$ cat config.mk
export PLATFORM = sky130hd
export DESIGN_NAME = display_test_pattern_generator_core_flat
export DESIGN_NICKNAME = d
export VERILOG_FILES = /design/src/rtl/dtpg_pkg.sv /design/src/rtl/dtpg_if.sv /design/src/rtl/display_test_pattern_generator_core.sv /design/src/rtl/dtpg_csr.sv /design/src/rtl/dtpg_ctrl.sv /design/src/rtl/dtpg_dp.sv /design/src/flat_wrapper.sv
export SDC_FILE = /design/constraint.sdc
export NUM_CORES = 1
export LEC_CHECK = 0
export BUFFER_PORTS_ARGS = -buffer_cell sky130_fd_sc_hd__buf_2
export CELL_PAD_IN_SITES_DETAIL_PLACEMENT = 2
export CELL_PAD_IN_SITES_GLOBAL_PLACEMENT = 2
export CORE_ASPECT_RATIO = 1.75
export CORE_MARGIN = 2
export CORE_UTILIZATION = 41
export CTS_CLUSTER_SIZE = 14
export DETAILED_ROUTE_END_ITERATION = 6
export GPL_TIMING_DRIVEN = 0
export PLACE_DENSITY = 0.89
export SLEW_MARGIN = 20
export SYNTH_ARGS = -nofsm -noshare
export SYNTH_HDL_FRONTEND = slang
export SYNTH_SLANG_ARGS = --single-unit
$ cat constraint.sdc
create_clock -name clock -period 10.7 [get_ports clock]
set_clock_uncertainty 0.05 [all_clocks]
set_input_delay 0.535 -clock clock [delete_from_list [all_inputs] [get_ports clock]]
set_output_delay 0.535 -clock clock [all_outputs]
set_load 0.1 [all_outputs]
$ cat src/rtl/dtpg_pkg.sv
// shared constants, types and helper functions of the test pattern generator
package dtpg_pkg;

   // panel geometry
   localparam int DIM_MAX = 4096;
   localparam int POS_W   = $clog2(DIM_MAX);
   localparam int SIZE_W  = 13;
   localparam int SCALED_W = SIZE_W + 3;

   // payload widths
   localparam int RGB_W   = 24;
   localparam int LEVEL_W = 8;
   localparam int MODE_W  = 4;

   // configuration port
   localparam int DATA_W    = 32;
   localparam int REG_IDX_W = 2;
   localparam int ADDR_W    = REG_IDX_W + 2;

   localparam logic [REG_IDX_W-1:0] REG_MODE   = 2'd0;
   localparam logic [REG_IDX_W-1:0] REG_WIDTH  = 2'd1;
   localparam logic [REG_IDX_W-1:0] REG_HEIGHT = 2'd2;
   localparam logic [REG_IDX_W-1:0] REG_FILL   = 2'd3;

   localparam logic [MODE_W-1:0] MODE_RST    = 4'd0;
   localparam logic [SIZE_W-1:0] WIDTH_RST   = 13'd1920;
   localparam logic [SIZE_W-1:0] HEIGHT_RST  = 13'd1080;
   localparam logic [RGB_W-1:0]  FILL_RST    = 24'h000000;

   // pattern modes
   localparam logic [MODE_W-1:0] MODE_SOLID      = 4'd0;
   localparam logic [MODE_W-1:0] MODE_CROSSTALK  = 4'd1;
   localparam logic [MODE_W-1:0] MODE_FLICKER    = 4'd2;
   localparam logic [MODE_W-1:0] MODE_CHECKER    = 4'd3;
   localparam logic [MODE_W-1:0] MODE_BOX        = 4'd4;
   localparam logic [MODE_W-1:0] MODE_HRAMP_GREY = 4'd5;
   localparam logic [MODE_W-1:0] MODE_HRAMP_BLUE = 4'd8;
   localparam logic [MODE_W-1:0] MODE_VRAMP_GREY = 4'd9;
   localparam logic [MODE_W-1:0] MODE_VRAMP_BLUE = 4'd12;
   localparam logic [MODE_W-1:0] MODE_HBARS      = 4'd13;
   localparam logic [MODE_W-1:0] MODE_VBARS      = 4'd14;
   localparam logic [MODE_W-1:0] MODE_UNUSED     = 4'd15;

   // ramp tint select
   localparam logic [1:0] TINT_GREY  = 2'd0;
   localparam logic [1:0] TINT_RED   = 2'd1;
   localparam logic [1:0] TINT_GREEN = 2'd2;
   localparam logic [1:0] TINT_BLUE  = 2'd3;

   // colors
   localparam logic [RGB_W-1:0] COLOR_GREY    = 24'h7F7F7F;
   localparam logic [RGB_W-1:0] COLOR_DIM_MAG = 24'h7F007F;
   localparam logic [RGB_W-1:0] COLOR_DIM_GRN = 24'h007F00;
   localparam logic [RGB_W-1:0] COLOR_WHITE   = 24'hFFFFFF;
   localparam logic [RGB_W-1:0] COLOR_YELLOW  = 24'hFFFF00;
   localparam logic [RGB_W-1:0] COLOR_CYAN    = 24'h00FFFF;
   localparam logic [RGB_W-1:0] COLOR_GREEN   = 24'h00FF00;
   localparam logic [RGB_W-1:0] COLOR_MAGENTA = 24'hFF00FF;
   localparam logic [RGB_W-1:0] COLOR_RED     = 24'hFF0000;
   localparam logic [RGB_W-1:0] COLOR_BLUE    = 24'h0000FF;
   localparam logic [RGB_W-1:0] COLOR_BLACK   = 24'h000000;

   // band splits
   localparam int CHK_COLS   = 5;
   localparam int CHK_ROWS   = 8;
   localparam int BARS       = 8;
   localparam int BAR_IDX_W  = $clog2(BARS);

   // exact floor(x/5) for x below 2^16 as (x * recip) >> shift
   localparam int DIV5_RECIP_W = 16;
   localparam logic [DIV5_RECIP_W-1:0] DIV5_RECIP = 16'd52429;
   localparam int DIV5_SHIFT = 18;
   localparam int DIV5_PROD_W = SCALED_W + DIV5_RECIP_W;

   // ramp divider: one quotient bit per iteration
   localparam int RAMP_STEPS = LEVEL_W;
   localparam int STEP_CNT_W = $clog2(RAMP_STEPS);

   typedef struct packed {
      logic take_item;
      logic div_step;
      logic out_load_fast;
      logic out_load_ramp;
   } dtpg_cmd_type;

   typedef struct packed {
      logic ramp_mode;
   } dtpg_stat_type;

   function automatic logic [SIZE_W-1:0] clamp_dim(input logic [SIZE_W-1:0] v);
      logic [SIZE_W-1:0] r;
      priority if (v == '0) begin
         r = SIZE_W'(1);
      end else if (v > SIZE_W'(DIM_MAX)) begin
         r = SIZE_W'(DIM_MAX);
      end else begin
         r = v;
      end
      return r;
   endfunction

   function automatic logic [RGB_W-1:0] tint(input logic [LEVEL_W-1:0] lvl,
                                             input logic [1:0] sel);
      logic [RGB_W-1:0] r;
      unique case (sel)
         TINT_GREY:  r = {lvl, lvl, lvl};
         TINT_RED:   r = {lvl, 16'h0000};
         TINT_GREEN: r = {8'h00, lvl, 8'h00};
         TINT_BLUE:  r = {16'h0000, lvl};
      endcase
      return r;
   endfunction

   function automatic logic [RGB_W-1:0] bar_color(input logic [BAR_IDX_W-1:0] idx);
      logic [RGB_W-1:0] r;
      unique case (idx)
         3'd0: r = COLOR_WHITE;
         3'd1: r = COLOR_YELLOW;
         3'd2: r = COLOR_CYAN;
         3'd3: r = COLOR_GREEN;
         3'd4: r = COLOR_MAGENTA;
         3'd5: r = COLOR_RED;
         3'd6: r = COLOR_BLUE;
         3'd7: r = COLOR_BLACK;
      endcase
      return r;
   endfunction

endpackage

$ cat src/rtl/dtpg_if.sv
// valid/ready channel interfaces for the request and response beats
interface dtpg_req_if;
   logic valid;
   logic ready;
   logic restart;

   modport source (output valid, output restart, input ready);
   modport sink   (input valid, input restart, output ready);
endinterface

interface dtpg_rsp_if;
   import dtpg_pkg::*;
   logic             valid;
   logic             ready;
   logic [RGB_W-1:0] pixel_rgb;
   logic             line_end;
   logic             frame_end;

   modport source (output valid, output pixel_rgb, output line_end, output frame_end,
                   input ready);
   modport sink   (input valid, input pixel_rgb, input line_end, input frame_end,
                   output ready);
endinterface

$ cat src/rtl/display_test_pattern_generator_core.sv
// throughput: one pixel per cycle in all non-ramp modes while the receiver is ready and
//   no register write is settling, set by the output register; ramp modes take no new
//   request until the eight-step shared level divider has loaded its pixel
// reset: synchronous, active high; raster returns to column 0 row 0, registers to
//   mode 0, 1920x1080, black fill; requests are held off after reset and after every
//   register write while the band edges are recomputed
module display_test_pattern_generator_core (
   input  logic                         clock,
   input  logic                         reset,
   dtpg_req_if.sink                     req_if,
   dtpg_rsp_if.source                   rsp_if,
   input  logic                         csr_psel,
   input  logic                         csr_penable,
   input  logic                         csr_pwrite,
   input  logic [dtpg_pkg::ADDR_W-1:0]  csr_paddr,
   input  logic [dtpg_pkg::DATA_W-1:0]  csr_pwdata,
   output logic [dtpg_pkg::DATA_W-1:0]  csr_prdata,
   output logic                         csr_pready
);
   import dtpg_pkg::*;

   // register file outputs
   logic [MODE_W-1:0] cfg_mode;
   logic [SIZE_W-1:0] cfg_width;
   logic [SIZE_W-1:0] cfg_height;
   logic [RGB_W-1:0]  cfg_fill;
   logic              cfg_wr;

   // controller to datapath
   dtpg_cmd_type      cmd;
   dtpg_stat_type     stat;

   // apb register file: mode, width, height, fill color at 0x0, 0x4, 0x8, 0xc
   dtpg_csr u_csr (
      .clock       (clock),
      .reset       (reset),
      .csr_psel    (csr_psel),
      .csr_penable (csr_penable),
      .csr_pwrite  (csr_pwrite),
      .csr_paddr   (csr_paddr),
      .csr_pwdata  (csr_pwdata),
      .csr_prdata  (csr_prdata),
      .csr_pready  (csr_pready),
      .cfg_mode    (cfg_mode),
      .cfg_width   (cfg_width),
      .cfg_height  (cfg_height),
      .cfg_fill    (cfg_fill),
      .cfg_wr      (cfg_wr)
   );

   // controller owns both handshakes and the output register valid bit; a new request
   // beat can be taken in the cycle the pending response leaves, unless dividing or settling
   dtpg_ctrl u_ctrl (
      .clock     (clock),
      .reset     (reset),
      .cfg_wr    (cfg_wr),
      .req_valid (req_if.valid),
      .req_ready (req_if.ready),
      .rsp_valid (rsp_if.valid),
      .rsp_ready (rsp_if.ready),
      .stat      (stat),
      .cmd       (cmd)
   );

   // datapath: raster counters advance on the request beat, the pixel lands in
   // the output register either at once or after the ramp divider finishes
   dtpg_dp u_dp (
      .clock      (clock),
      .reset      (reset),
      .cfg_mode   (cfg_mode),
      .cfg_width  (cfg_width),
      .cfg_height (cfg_height),
      .cfg_fill   (cfg_fill),
      .cmd        (cmd),
      .stat       (stat),
      .restart    (req_if.restart),
      .pixel_rgb  (rsp_if.pixel_rgb),
      .line_end   (rsp_if.line_end),
      .frame_end  (rsp_if.frame_end)
   );

endmodule

$ cat src/rtl/dtpg_csr.sv
// apb-style register file holding mode, panel size and fill color
module dtpg_csr (
   input  logic                         clock,
   input  logic                         reset,
   input  logic                         csr_psel,
   input  logic                         csr_penable,
   input  logic                         csr_pwrite,
   input  logic [dtpg_pkg::ADDR_W-1:0]  csr_paddr,
   input  logic [dtpg_pkg::DATA_W-1:0]  csr_pwdata,
   output logic [dtpg_pkg::DATA_W-1:0]  csr_prdata,
   output logic                         csr_pready,
   output logic [dtpg_pkg::MODE_W-1:0]  cfg_mode,
   output logic [dtpg_pkg::SIZE_W-1:0]  cfg_width,
   output logic [dtpg_pkg::SIZE_W-1:0]  cfg_height,
   output logic [dtpg_pkg::RGB_W-1:0]   cfg_fill,
   output logic                         cfg_wr
);
   import dtpg_pkg::*;

   logic [MODE_W-1:0]    mode_ff;
   logic [SIZE_W-1:0]    width_ff;
   logic [SIZE_W-1:0]    height_ff;
   logic [RGB_W-1:0]     fill_ff;
   logic [REG_IDX_W-1:0] reg_idx;

   assign reg_idx    = csr_paddr[ADDR_W-1:2];
   assign csr_pready = 1'b1;
   assign cfg_wr     = csr_psel & csr_penable & csr_pwrite;

   always_ff @(posedge clock) begin
      if (reset) begin
         mode_ff   <= MODE_RST;
         width_ff  <= WIDTH_RST;
         height_ff <= HEIGHT_RST;
         fill_ff   <= FILL_RST;
      end else if (cfg_wr) begin
         unique case (reg_idx)
            REG_MODE:   mode_ff   <= csr_pwdata[MODE_W-1:0];
            REG_WIDTH:  width_ff  <= csr_pwdata[SIZE_W-1:0];
            REG_HEIGHT: height_ff <= csr_pwdata[SIZE_W-1:0];
            REG_FILL:   fill_ff   <= csr_pwdata[RGB_W-1:0];
         endcase
      end
   end

   always_comb begin
      unique case (reg_idx)
         REG_MODE:   csr_prdata = DATA_W'(mode_ff);
         REG_WIDTH:  csr_prdata = DATA_W'(width_ff);
         REG_HEIGHT: csr_prdata = DATA_W'(height_ff);
         REG_FILL:   csr_prdata = DATA_W'(fill_ff);
      endcase
   end

   assign cfg_mode   = mode_ff;
   assign cfg_width  = width_ff;
   assign cfg_height = height_ff;
   assign cfg_fill   = fill_ff;

endmodule

$ cat src/rtl/dtpg_ctrl.sv
// controller: beat handshakes, ramp divider sequencing, output register valid
module dtpg_ctrl (
   input  logic                    clock,
   input  logic                    reset,
   input  logic                    cfg_wr,
   input  logic                    req_valid,
   output logic                    req_ready,
   output logic                    rsp_valid,
   input  logic                    rsp_ready,
   input  dtpg_pkg::dtpg_stat_type stat,
   output dtpg_pkg::dtpg_cmd_type  cmd
);
   import dtpg_pkg::*;

   typedef enum logic [2:0] {
      ST_IDLE = 3'b001,
      ST_DIV  = 3'b010,
      ST_DONE = 3'b100
   } ctrl_state_type;

   ctrl_state_type          state_ff, state_in;
   logic [STEP_CNT_W-1:0]   cnt_ff, cnt_in;
   logic                    out_valid_ff, out_valid_in;
   logic                    settle_ff, settle_in;
   logic                    out_free;
   logic                    accept;
   logic                    last_step;

   always_comb begin
      out_free  = ~out_valid_ff | rsp_ready;
      req_ready = (state_ff == ST_IDLE) & ~settle_ff & out_free;
      accept    = req_valid & req_ready;
      last_step = (cnt_ff == STEP_CNT_W'(RAMP_STEPS - 1));

      cmd.take_item     = accept;
      cmd.out_load_fast = accept & ~stat.ramp_mode;
      cmd.div_step      = (state_ff == ST_DIV);
      cmd.out_load_ramp = (state_ff == ST_DONE) & out_free;

      state_in = state_ff;
      unique case (state_ff)
         ST_IDLE: begin
            if (accept && stat.ramp_mode) state_in = ST_DIV;
         end
         ST_DIV: begin
            if (last_step) state_in = ST_DONE;
         end
         ST_DONE: begin
            if (out_free) state_in = ST_IDLE;
         end
         default: state_in = ST_IDLE;
      endcase

      cnt_in = (state_ff == ST_DIV) ? cnt_ff + STEP_CNT_W'(1) : '0;

      priority if (cmd.out_load_fast || cmd.out_load_ramp) begin
         out_valid_in = 1'b1;
      end else if (rsp_ready) begin
         out_valid_in = 1'b0;
      end else begin
         out_valid_in = out_valid_ff;
      end

      // derived geometry registers lag a register write, so requests wait while they settle
      settle_in = cfg_wr;
   end

   always_ff @(posedge clock) begin
      if (reset) begin
         state_ff     <= ST_IDLE;
         cnt_ff       <= '0;
         out_valid_ff <= 1'b0;
         settle_ff    <= 1'b1;
      end else begin
         state_ff     <= state_in;
         cnt_ff       <= cnt_in;
         out_valid_ff <= out_valid_in;
         settle_ff    <= settle_in;
      end
   end

   assign rsp_valid = out_valid_ff;

   a_state_onehot: assert property (@(posedge clock) disable iff (reset)
      $onehot(state_ff))
      else $error("controller state not one-hot");

   a_cnt_only_in_div: assert property (@(posedge clock) disable iff (reset)
      (state_ff != ST_DIV) |-> (cnt_ff == '0))
      else $error("divider count running outside divide state");

   a_settle_after_write: assert property (@(posedge clock) disable iff (reset)
      cfg_wr |=> !req_ready)
      else $error("request taken before derived geometry settled");

   a_div_length: assert property (@(posedge clock) disable iff (reset)
      (state_ff == ST_DIV && last_step) |=> (state_ff == ST_DONE))
      else $error("ramp divide did not finish after its last step");

   a_no_overwrite: assert property (@(posedge clock) disable iff (reset)
      (cmd.out_load_fast || cmd.out_load_ramp) && out_valid_ff |-> rsp_ready)
      else $error("output register overwritten while still pending");

endmodule

$ cat src/rtl/dtpg_dp.sv
// datapath: raster counters, band edges, pattern logic, ramp divider, output register
module dtpg_dp (
   input  logic                         clock,
   input  logic                         reset,
   input  logic [dtpg_pkg::MODE_W-1:0]  cfg_mode,
   input  logic [dtpg_pkg::SIZE_W-1:0]  cfg_width,
   input  logic [dtpg_pkg::SIZE_W-1:0]  cfg_height,
   input  logic [dtpg_pkg::RGB_W-1:0]   cfg_fill,
   input  dtpg_pkg::dtpg_cmd_type       cmd,
   output dtpg_pkg::dtpg_stat_type      stat,
   input  logic                         restart,
   output logic [dtpg_pkg::RGB_W-1:0]   pixel_rgb,
   output logic                         line_end,
   output logic                         frame_end
);
   import dtpg_pkg::*;

   // derived geometry, recomputed every cycle from the registers
   logic [SIZE_W-1:0] w_cl, h_cl;
   logic [SIZE_W-1:0] w_ff;
   logic [POS_W-1:0]  wm1_ff, hm1_ff, wm1_in, hm1_in;
   logic [POS_W-1:0]  w_q1_ff, w_q3_ff, h_q1_ff, h_q3_ff;
   logic [POS_W-1:0]  w_q1_in, w_q3_in, h_q1_in, h_q3_in;
   logic [POS_W-1:0]  col5_ff [CHK_COLS-1];
   logic [POS_W-1:0]  col5_in [CHK_COLS-1];
   logic [POS_W-1:0]  col8_ff [BARS-1];
   logic [POS_W-1:0]  col8_in [BARS-1];
   logic [POS_W-1:0]  row8_ff [BARS-1];
   logic [POS_W-1:0]  row8_in [BARS-1];

   // raster position
   logic [POS_W-1:0]  col_ff, row_ff, col_in, row_in;
   logic [POS_W-1:0]  c_raw, r_raw, c, r;
   logic              le_now, fe_now;

   // pattern
   logic              ramp_mode, ramp_horiz;
   logic [1:0]        tint_sel;
   logic              chk_par;
   logic [BAR_IDX_W-1:0] hbar_idx, vbar_idx;
   logic [RGB_W-1:0]  fast_pix;

   // ramp divider
   logic [SIZE_W-1:0]  rem_ff, rem_in;
   logic [SIZE_W-1:0]  dsize_ff;
   logic [LEVEL_W-1:0] quot_ff;
   logic [SIZE_W:0]    rem2;
   logic               q_bit;
   logic               le_hold_ff, fe_hold_ff;

   // output register
   logic [RGB_W-1:0]   pix_out_ff;
   logic               le_out_ff, fe_out_ff;

   always_comb begin
      logic [SCALED_W-1:0]    wk, hk, w3, h3;
      logic [DIV5_PROD_W-1:0] p5;
      w_cl = clamp_dim(cfg_width);
      h_cl = clamp_dim(cfg_height);
      wm1_in = POS_W'(w_cl - SIZE_W'(1));
      hm1_in = POS_W'(h_cl - SIZE_W'(1));
      w3 = SCALED_W'(w_cl) * SCALED_W'(3);
      h3 = SCALED_W'(h_cl) * SCALED_W'(3);
      w_q1_in = POS_W'(w_cl >> 2);
      h_q1_in = POS_W'(h_cl >> 2);
      w_q3_in = POS_W'(w3 >> 2);
      h_q3_in = POS_W'(h3 >> 2);
      for (int k = 0; k < BARS - 1; k++) begin
         wk = SCALED_W'(w_cl) * SCALED_W'(k + 1);
         hk = SCALED_W'(h_cl) * SCALED_W'(k + 1);
         col8_in[k] = POS_W'(wk >> BAR_IDX_W);
         row8_in[k] = POS_W'(hk >> BAR_IDX_W);
      end
      for (int k = 0; k < CHK_COLS - 1; k++) begin
         wk = SCALED_W'(w_cl) * SCALED_W'(k + 1);
         p5 = DIV5_PROD_W'(wk) * DIV5_PROD_W'(DIV5_RECIP);
         col5_in[k] = POS_W'(p5 >> DIV5_SHIFT);
      end
   end

   always_ff @(posedge clock) begin
      w_ff    <= w_cl;
      wm1_ff  <= wm1_in;
      hm1_ff  <= hm1_in;
      w_q1_ff <= w_q1_in;
      w_q3_ff <= w_q3_in;
      h_q1_ff <= h_q1_in;
      h_q3_ff <= h_q3_in;
      col5_ff <= col5_in;
      col8_ff <= col8_in;
      row8_ff <= row8_in;
   end

   // position of this beat, clamped to a panel that may have shrunk
   always_comb begin
      c_raw  = restart ? '0 : col_ff;
      r_raw  = restart ? '0 : row_ff;
      c      = (c_raw > wm1_ff) ? wm1_ff : c_raw;
      r      = (r_raw > hm1_ff) ? hm1_ff : r_raw;
      le_now = (c == wm1_ff);
      fe_now = le_now & (r == hm1_ff);
      if (le_now) begin
         col_in = '0;
         row_in = fe_now ? '0 : r + POS_W'(1);
      end else begin
         col_in = c + POS_W'(1);
         row_in = r;
      end
   end

   always_ff @(posedge clock) begin
      if (reset) begin
         col_ff <= '0;
         row_ff <= '0;
      end else if (cmd.take_item) begin
         col_ff <= col_in;
         row_ff <= row_in;
      end
   end

   // combinational non-ramp patterns
   always_comb begin
      logic [BAR_IDX_W-1:0] hcnt, vcnt;
      logic                 par;
      ramp_mode  = (cfg_mode >= MODE_HRAMP_GREY) & (cfg_mode <= MODE_VRAMP_BLUE);
      ramp_horiz = (cfg_mode <= MODE_HRAMP_BLUE);
      // grey/red/green/blue order repeats with a spacing of four modes
      tint_sel   = 2'(cfg_mode - MODE_HRAMP_GREY);

      par  = 1'b0;
      hcnt = '0;
      vcnt = '0;
      for (int k = 0; k < CHK_COLS - 1; k++) begin
         par = par ^ (c >= col5_ff[k]);
      end
      for (int k = 0; k < BARS - 1; k++) begin
         par  = par ^ (r >= row8_ff[k]);
         hcnt = hcnt + BAR_IDX_W'(c >= col8_ff[k]);
         vcnt = vcnt + BAR_IDX_W'(r >= row8_ff[k]);
      end
      chk_par  = par;
      hbar_idx = hcnt;
      vbar_idx = vcnt;

      priority case (cfg_mode)
         MODE_SOLID:     fast_pix = cfg_fill;
         MODE_CROSSTALK: fast_pix = (r >= h_q1_ff && r < h_q3_ff &&
                                     c >= w_q1_ff && c < w_q3_ff) ? COLOR_BLACK : COLOR_GREY;
         MODE_FLICKER:   fast_pix = (c[0] ^ (r[0] & w_ff[0])) ? COLOR_DIM_GRN
                                                              : COLOR_DIM_MAG;
         MODE_CHECKER:   fast_pix = chk_par ? COLOR_WHITE : COLOR_BLACK;
         MODE_BOX:       fast_pix = (c == '0 || c == wm1_ff || r == '0 || r == hm1_ff)
                                    ? COLOR_WHITE : COLOR_BLACK;
         MODE_HBARS:     fast_pix = bar_color(hbar_idx);
         MODE_VBARS:     fast_pix = bar_color(vbar_idx);
         default:        fast_pix = COLOR_BLACK;
      endcase
   end

   assign stat.ramp_mode = ramp_mode;

   // ramp level floor(pos*256/size): restoring divide, one bit per step
   always_comb begin
      rem2  = {rem_ff, 1'b0};
      q_bit = (rem2 >= {1'b0, dsize_ff});
      rem_in = q_bit ? SIZE_W'(rem2 - {1'b0, dsize_ff}) : SIZE_W'(rem2);
   end

   always_ff @(posedge clock) begin
      if (cmd.take_item) begin
         rem_ff     <= ramp_horiz ? SIZE_W'(c) : SIZE_W'(r);
         dsize_ff   <= ramp_horiz ? w_ff : clamp_dim(cfg_height);
         quot_ff    <= '0;
         le_hold_ff <= le_now;
         fe_hold_ff <= fe_now;
      end else if (cmd.div_step) begin
         rem_ff  <= rem_in;
         quot_ff <= {quot_ff[LEVEL_W-2:0], q_bit};
      end
   end

   always_ff @(posedge clock) begin
      if (cmd.out_load_fast) begin
         pix_out_ff <= fast_pix;
         le_out_ff  <= le_now;
         fe_out_ff  <= fe_now;
      end else if (cmd.out_load_ramp) begin
         pix_out_ff <= tint(quot_ff, tint_sel);
         le_out_ff  <= le_hold_ff;
         fe_out_ff  <= fe_hold_ff;
      end
   end

   assign pixel_rgb = pix_out_ff;
   assign line_end  = le_out_ff;
   assign frame_end = fe_out_ff;

endmodule

$ cat src/flat_wrapper.sv
// flat-port wrapper written by rule: the top's interface ports become plain ports
module display_test_pattern_generator_core_flat import dtpg_pkg::*;
  (clock, reset, csr_psel, csr_penable, csr_pwrite, csr_paddr, csr_pwdata, csr_prdata, csr_pready, req_if_valid, req_if_restart, req_if_ready, rsp_if_valid, rsp_if_pixel_rgb, rsp_if_line_end, rsp_if_frame_end, rsp_if_ready);
  dtpg_req_if req_if_i ();
  dtpg_rsp_if rsp_if_i ();
  input  logic clock;
  input  logic reset;
  input  logic csr_psel;
  input  logic csr_penable;
  input  logic csr_pwrite;
  input  logic [dtpg_pkg::ADDR_W-1:0] csr_paddr;
  input  logic [dtpg_pkg::DATA_W-1:0] csr_pwdata;
  output logic [dtpg_pkg::DATA_W-1:0] csr_prdata;
  output logic csr_pready;
  input wire logic [$bits(req_if_i.valid)-1:0] req_if_valid;
  input wire logic [$bits(req_if_i.restart)-1:0] req_if_restart;
  output wire logic [$bits(req_if_i.ready)-1:0] req_if_ready;
  output wire logic [$bits(rsp_if_i.valid)-1:0] rsp_if_valid;
  output wire logic [$bits(rsp_if_i.pixel_rgb)-1:0] rsp_if_pixel_rgb;
  output wire logic [$bits(rsp_if_i.line_end)-1:0] rsp_if_line_end;
  output wire logic [$bits(rsp_if_i.frame_end)-1:0] rsp_if_frame_end;
  input wire logic [$bits(rsp_if_i.ready)-1:0] rsp_if_ready;
  assign req_if_i.valid = req_if_valid;
  assign req_if_i.restart = req_if_restart;
  assign req_if_ready = req_if_i.ready;
  assign rsp_if_valid = rsp_if_i.valid;
  assign rsp_if_pixel_rgb = rsp_if_i.pixel_rgb;
  assign rsp_if_line_end = rsp_if_i.line_end;
  assign rsp_if_frame_end = rsp_if_i.frame_end;
  assign rsp_if_i.ready = rsp_if_ready;
  display_test_pattern_generator_core u_core (.clock(clock), .reset(reset), .req_if(req_if_i), .rsp_if(rsp_if_i), .csr_psel(csr_psel), .csr_penable(csr_penable), .csr_pwrite(csr_pwrite), .csr_paddr(csr_paddr), .csr_pwdata(csr_pwdata), .csr_prdata(csr_prdata), .csr_pready(csr_pready));
endmodule
==> results.sh <==
export IMPL_final_cell_mix="ha_1 (544), inv_1 (451), nand2_1 (247)"
export IMPL_crit_slowest_cell="fa_1"
export IMPL_critPathArrivalTime_ns=11.07
export IMPL_core_sq_mm=0.0662
export IMPL_cp_data_required_time_ns=11.17
export IMPL_min_delay_start="csr_pwdata[23]"
export IMPL_vdd_drop_max_mv=0.194
export IMPL_regArea_sq_mm=0.00647
export IMPL_clockRootBuffer="clkbuf_16"
export IMPL_cp_top_family="adder cells"
export IMPL_numCtsBuffers=34
export IMPL_grt_pass1_vias=29481
export IMPL_setup_worst_path_end_class="flop"
export IMPL_clkSinkCount=296
export IMPL_clkTransAtPathRegs_ns=0.07
export IMPL_filler_cell_count=7112
export IMPL_final_layout_size_suffix_gt1_share_pct=7.75
export IMPL_drt_iter0_markers=1234
export IMPL_tightest_slew_ns=1.22
export IMPL_ys_seq_area_share_pct=23.7
export IMPL_max_clock_freq_mhz=94.3
export IMPL_ys_ff_latch=296
export IMPL_netlist_area_leader_share_pct=24.9
export IMPL_pin_count=105
export IMPL_cts_max_level=2
export IMPL_min_period_ns=10.60
export IMPL_outcome="completed"
export IMPL_finalHoldViolations=0
export IMPL_whs_path_depth=3
export IMPL_cts_hold_buf=0
export IMPL_ys_async_sr_fraction_pct=0
export IMPL_avgSynthCellArea_sq_um=9.14
export IMPL_ant_nets=0
export IMPL_ys_warn_count=0
export IMPL_min_period_over_period_pct=99.1
export IMPL_gp_congestion=0.884
export IMPL_crit_reg2reg_launch="u_core.u_csr.cfg_width[12]"
export IMPL_multi_input_area_sq_mm=0.0190
export IMPL_netlist_instances=2989
export IMPL_placementRows=125
export IMPL_p_per_area_mw_per_mm2=147
export IMPL_worst_slack_ns=0.0976
export IMPL_grtUsageTotal_pct=35.4
export IMPL_dieArea_sq_mm=0.0688
export IMPL_synth_area_leaders="ha_1 (25%), dfxtp_1 (18%), fa_1 (11%), inv_1 (6.2%), edfxtp_1 (5.9%)"
export IMPL_layout_commonest_cell="ha_1"
export IMPL_crit_top_cell="fa_1"
export IMPL_grt_antenna_before_repair=1
export IMPL_dpl_hpwl_mm=90.3
export IMPL_cp_max_fo=11
export IMPL_r2r_cells=37
export IMPL_reg2reg_setup_slack_ns=0.1
export IMPL_min_path_type="input port to flop"
export IMPL_r2r_end="u_core.u_dp.col5_ff[23]"
export IMPL_setup_viol=0
export IMPL_grt_overflow_total=0
export IMPL_viasPerCell=6.05
export IMPL_clock_latency_ns=0.60
export IMPL_slew_headroom_pct=18.4
export IMPL_yosysUniqueCellTypes=79
export IMPL_slowest_delay_ns=0.59
export IMPL_port_buffer_count=85
export IMPL_critical_path_class="flop to flop"
export IMPL_crit_buf_inv=6
export IMPL_routed_wl_mm=123
export IMPL_synthesis_area_sq_mm=0.0273
export IMPL_clockBufferDepth=3
export IMPL_maxSlewViolCount=0
export IMPL_drv_cap=0
export IMPL_nNetsFinal=3873
export IMPL_min_delay_worst_endpoint="u_core.u_csr.cfg_fill[23]"
export IMPL_synth_edf_count=54
export IMPL_syn2layout_area_growth_pct=11.0
export IMPL_pre_cts_slack_ns=-0.906
export IMPL_initial_utilization_pct=41.3
export IMPL_grt_pass1_wl_mm=181
export IMPL_first_pass_iters=6
export IMPL_wl_per_cell_um=30.4
export IMPL_synth_top_flop_cell="dfxtp_1"
export IMPL_drc=0
export IMPL_via_count=24518
export IMPL_holdWs_ns=0.168
export IMPL_p_leak_nw=15.5
export IMPL_synth_top_area_cell="ha_1"
export IMPL_grt_max_degree=25
export IMPL_setup_worst_path_start_class="flop"
export IMPL_tritoncts="yes"
export IMPL_die_w_um=199
export IMPL_fp_dieH_um=346
through the flow:
stage / total power (W) / instances / util [%] / TNS, ns / area [sq um]
finish: 0.00445 / 4053 / 45.9 / 0 / 30300
global route: 0.00464 / 4052 / 45.9 / -0.194 / 30300
CTS: 0.00442 / 4037 / 45.6 / 0 / 30200
detailed placement: 0.00305 / 3975 / 43.8 / -9.47 / 29000
global placement: 0.00277 / 3972 / 43.7 / -15.50 / 28900
floorplan: 0.00244 / 2998 / - / 0 / 27400
Yosys cell counts, drive strengths merged, types with 5 or more instances:
cell     count
nor2       145
nor3        28
o22ai        8
o21ai      113
or2          7
ha         545
nand3       28
mux2i       22
edfxtp      54
a21oi      181
nand3b      12
nor3b        6
and3        27
a211o        5
a21o        83
o21a        16
nor4b        9
a22o        13
a21boi      14
buf         16
a41o         5
a211oi      18
inv        455
fa         148
nor2b       50
nand2b      46
xor2        37
clkbuf      56
a31oi       42
o32ai        8
nand2      252
dfxtp      242
nor4         6
a2111oi      5
a22oi       19
nand4       22
mux2        27
and2        15
or3          6
o21bai      23
xnor2      108
o211ai      12
metal layers:
layer / up-vias / wire length, um / GRT usage, %
li1: 10434 / - / -
met1: 12264 / 38100 / 30.7
met2: 1083 / 64500 / 64.7
met3: 737 / 5670 / 6.29
met4: 0 / 15000 / 37.1
met5: - / 0 / 0
worst reg2reg max path: cells and delay by family (launching register included):
family,cells,cell delay (ns)
AO/OA/AOI/OAI,12,3.01
XOR/XNOR,2,0.35
adder cells (fa/ha/maj),9,4.23
buffers and inverters,6,0.96
flip-flops,1,0.47
AND/OR/NAND/NOR,8,1.44
kinds of logic after synthesis:
family | share of synthesized area, %
DFF | 23.7
AOI/OAI and AO/OA | 14.0
and+or+nand+nor | 12.0
adders and majority gates | 35.8
muxes | 2.29
other | 0.0275
buffers and inverters | 7.42
xor gates and xnor gates | 4.82
sequential cells by signal (all words and copies together) (netlist names):
signal                   count
u_core.u_dp.col_ff          12
u_core.u_dp.le_hold_ff       1
u_core.u_csr.cfg_fill       24
u_core.u_csr.cfg_height     13
u_core.u_csr.cfg_mode        4
u_core.u_dp.pixel_rgb       24
u_core.u_dp.quot_ff          8
u_core.u_dp.row_ff          12
u_core.u_dp.hm1_ff          12
u_core.u_dp.rem_ff          13
u_core.u_dp.col5_ff         25
u_core.u_dp.row8_ff         49
u_core.u_dp.dsize_ff        13
u_core.u_ctrl.rsp_valid      1
u_core.u_ctrl.cnt_ff         3
u_core.u_dp.line_end         1
u_core.u_csr.cfg_width      13
u_core.u_dp.w_ff             1
u_core.u_dp.wm1_ff          12
u_core.u_dp.frame_end        1
u_core.u_ctrl.settle_ff      1
u_core.u_dp.col8_ff         49
u_core.u_dp.fe_hold_ff       1
u_core.u_ctrl.state_ff       3
power by group:
part	switching [W]	internal [W]
clock network	0.000571	0.000714
registers	0.0000526	0.00124
logic	0.00117	0.000700
cell type report:
type,count,share of cell area (%)
buffer,71,1.05
inverter,455,5.68
sequential,296,21.3
tap,889,3.67
antenna,2,0.0165
clock inverter,18,0.623
timing repair buffer,103,1.95
multi-input combinational,2175,62.5
clock buffer,44,3.16
repair_timing:
action,4_1_cts,5_1_grt
setup buffers,0,15
gates cloned,0,0
endpoints found under the setup margin,12,20
resized for setup,12,11
worst max path at each step:
stage | from | end | slack [ns] | depth (start not counted)
final | u_core.u_csr.cfg_width[12] | u_core.u_dp.col5_ff[23] | 0.1 | 37
after CTS | u_core.u_csr.cfg_width[12] | u_core.u_dp.col5_ff[23] | 0.06 | 35
after global placement | req_if_restart | u_core.u_dp.pixel_rgb[17] | -0.89 | 36
after floorplan | u_core.u_csr.cfg_width[12] | u_core.u_dp.col5_ff[23] | 2.03 | 36
after global routing | u_core.u_csr.cfg_width[12] | u_core.u_dp.col5_ff[23] | -0.17 | 37
after detailed placement | u_core.u_csr.cfg_width[12] | u_core.u_dp.col5_ff[23] | -0.91 | 36
(Power assumes the default switching activity.)
